### src/pth_sensor_compensation_macros.svh
// Assertion macros for the sensor compensation block.
`ifndef PTH_SENSOR_COMPENSATION_MACROS_SVH
`define PTH_SENSOR_COMPENSATION_MACROS_SVH

`ifndef SYNTHESIS
// Same-cycle implication, held off during reset.
`define PTH_ASSERT_IMP(lbl, clk, rst_n, ante, cons, msg) \
    lbl: assert property (@(posedge clk) disable iff (!rst_n) (ante) |-> (cons)) \
        else $error(msg);
// Next-cycle implication, held off during reset.
`define PTH_ASSERT_NXT(lbl, clk, rst_n, ante, cons, msg) \
    lbl: assert property (@(posedge clk) disable iff (!rst_n) (ante) |=> (cons)) \
        else $error(msg);
`else
`define PTH_ASSERT_IMP(lbl, clk, rst_n, ante, cons, msg)
`define PTH_ASSERT_NXT(lbl, clk, rst_n, ante, cons, msg)
`endif

`endif

### src/pth_dly.sv
// Fixed delay line for side data.
module pth_dly #(
    parameter int unsigned W = 64,
    parameter int unsigned N = 2
) (
    input  logic         i_clk,
    input  logic [W-1:0] i_d,
    output logic [W-1:0] o_q
);
    logic [W-1:0] r_pipe [N];

    always_ff @(posedge i_clk) begin
        r_pipe[0] <= i_d;
        for (int i = 1; i < N; i++) begin
            r_pipe[i] <= r_pipe[i-1];
        end
    end

    assign o_q = r_pipe[N-1];
endmodule

### config.mk
export PLATFORM = sky130hd
export DESIGN_NAME = pth_dly
export DESIGN_NICKNAME = d
export VERILOG_FILES = /design/src/pth_sensor_compensation_macros.svh /design/src/pth_dly.sv
export SDC_FILE = /design/constraint.sdc
export NUM_CORES = 1
export LEC_CHECK = 0
export BUFFER_PORTS_ARGS = -buffer_cell sky130_fd_sc_hd__buf_2
export CORE_MARGIN = 1.5
export CORE_UTILIZATION = 45
export DETAILED_ROUTE_END_ITERATION = 8
export GPL_ROUTABILITY_DRIVEN = 0
export GPL_TIMING_DRIVEN = 1
export HOLD_SLACK_MARGIN = 0.06
export PLACE_DENSITY = 0.76
export RECOVER_POWER = 25
export SYNTH_ARGS = -nofsm -noshare
export SYNTH_HDL_FRONTEND = slang
export SYNTH_SLANG_ARGS = --single-unit
### constraint.sdc
create_clock -name i_clk -period 0.8 [get_ports i_clk]
set_input_delay 0 -clock i_clk [delete_from_list [all_inputs] [get_ports i_clk]]
set_output_delay 0 -clock i_clk [all_outputs]
set_load 0.02 [all_outputs]
==> results.txt <==
Remaining global-route overflow - 0
CP bufs+invs - 1
DRC errors left - 8
Placed cell area - 0.00330 mm²
Comb pwr share - 6.4%
Comb_multi_in - 0
Failing checks - DRC, setup timing
Hold slack final - 141 ps
Cell Area, Synth - 0.00304 mm²
Sink Count - 128
Worst Skew - 4.55 ps
Max reg flops - 128
Startpoint types - register
1st-iter DRT viols - 51
Post-DP HPWL - 2.74 mm
# setup viols final - 64
Req. time, crit path - 800 ps
Fin crit period - 936 ps
Setup bufs post-CTS - 0
Drt first pass iters - 7
Delay-heaviest family, CP - flip-flops
Critical Path Fanout Max - 1
Area delta synth->final - 65.5%
Die height - 85.2 µm
Latest clock arrival within the worst-skew pair - 490 ps
DRT Wirelength - 5.68 mm
Tightest Hold Check Type - in2reg
Final Slew Violations - 0
Initial antenna violation count - 0
Via/cell ratio - 3.80
Setup TNS Final - -7680 ps
Layout cell share with drive strength beyond 1 - 63.4%
I/O Buffers - 128
Crit-path slowest cell - dfxtp_2
Design Power - 0.0156 W
Routed vias - 1631
CTS Buf Count - 17
Root Driver - clkbuf_8
Placeable Area - 0.00646 mm²
H-tree depth - 4
Synthesized Nets - 257
Die width - 85.2 µm
Post-Syn Instances - 192
Global Route Usage Sum - 17.0%
Crit path largest cell delay - 330 ps
Multi-input logic area - 0 µm²
I/O Pins - 129
Psw - 0.00310 W
Sequential area share after synthesis - 84.2%
Clock power frac - 49.6%
Clk slew on worst S/H paths - 60 ps
Leak pwr - 2.29 nW
Pwr per Cell Area - 3100 mW/mm²
Layout Cells excl Fill - 429
# placed instances - 333
Starting Density - 47.1%
Maxcap violations - 0
# rows - 29
Crit Path Class - reg2out
RSZ-0062 raised after global routing - true
Final hold violation count - 0
Post-DRT Antenna Nets - 0
Outcome - complete, but fails checks
Wirelength per Cell - 13.2 µm
Fmax - 1070 MHz
Cell Chain, Critical Path - buf_6
Avg Inst Size Synth - 15.8 µm²
Warnings, synthesis - 0
CTS tree - done
Sequential share of power - 44.0%
Vias in the first global route - 1871
Tcrit/Tclk final - 117%
Die area - 0.00726 mm²
Maximum VDD drop - 0.00193 V
CTS max path bufs - 2
Cell Int Power - 0.0125 W
Slew HR - 82.4%
Final Cell Area - 0.00504 mm²
CP endpoint kind - primary output
Arrival time worst endpoint - 940 ps
Global-route wire length before repair - 8.80 mm
Fill cells - 352
Synth cell types - 2
Fin nets - 404
Final worst slack - -136 ps
Pin count of the biggest net entering global routing - 17
Biggest regs - r_pipe x128
Sw Ratio - 19.9%
Measured slew at the worst slew-check pin - 263 ps
Reg with most FFs - r_pipe
ANT cells - 0
Synth Register Bits - 128
## area by class of cell
cell class | instances | area, µm² | share of cell area [%]
Clock inverter | 13 | 185 | 3.68
Timing Repair Buffer | 192 | 1680 | 33.4
Sequential cell | 128 | 2640 | 52.5
Clock buffer | 19 | 432 | 8.57
Tap cell | 77 | 96.3 | 1.91
## path summary, 6_finish.rpt
| kind | slack [ps] | cells past startpoint | startpoint | endpoint |
|---|---|---|---|---|
| setup / recovery | -140 | 1 | r_pipe[0][67] | o_q[3] |
| hold / removal | 140 | 2 | i_d[27] | r_pipe[0][27] |
| setup reg to reg | 380 | 0 | r_pipe[0][14] | r_pipe[0][78] |
| hold reg to reg | 320 | 0 | r_pipe[0][18] | r_pipe[0][82] |
## synthesized netlist by cell type, drive strengths merged
| master | count | share of area, % |
|---|---|---|
| dfxtp | 128 | 84 |
| buf | 64 | 16 |
## power groups by stage
stage / sequential (W) / combinational [W] / clock, W
3_3_place_gp: 0.00693 / 0.000532 / 0
6_report: 0.00688 / 0.000995 / 0.00776
4_1_cts: 0.00687 / 0.000973 / 0.00788
3_5_place_dp: 0.00694 / 0.000536 / 0
2_1_floorplan: 0.00691 / 0.000464 / 0
5_1_grt: 0.00691 / 0.00104 / 0.00826
## what timing repair did
action	in CTS	in global routing
endpoints found under the hold margin	64	0
gates cloned	0	0
setup endpoints to repair	64	64
resized for setup	185	7
hold buffers	64	0
## per-stage QoR
stage               worst slack (ps)  utilization, %
finish                          -136            78.0
global route                    -188            78.0
CTS                             -161            77.9
detailed placement               325            51.1
global placement                 327            51.1
floorplan                        384               -
## placed cells by master (no fill, tap or decap), types with 2 or more instances in the layout
master and n:
dlygate4sd3_1 64, buf_2 64, clkinvlp_4 2, inv_6 2
buf_6 64, bufinv_16 4, clkinv_4 2, clkinv_2 3
dfxtp_1 64, clkbuf_16 16, dfxtp_2 64, clkbuf_8 2
## cell families after synthesis
family | after synthesis | share of synthesized area [%]
buffers and inverters | 64 | 15.8
DFF | 128 | 84.2
## per-layer routing
metal  routed length [µm]  up-vias  GRT usage [%]
met3                  398        6           8.07
met4                   72        0           8.79
li1                     -      819              -
met2                 3280       79           32.7
met1                 1940      727           14.2
met5                    0        -              0
No activity file was read; power rests on OpenSTA's default activity.
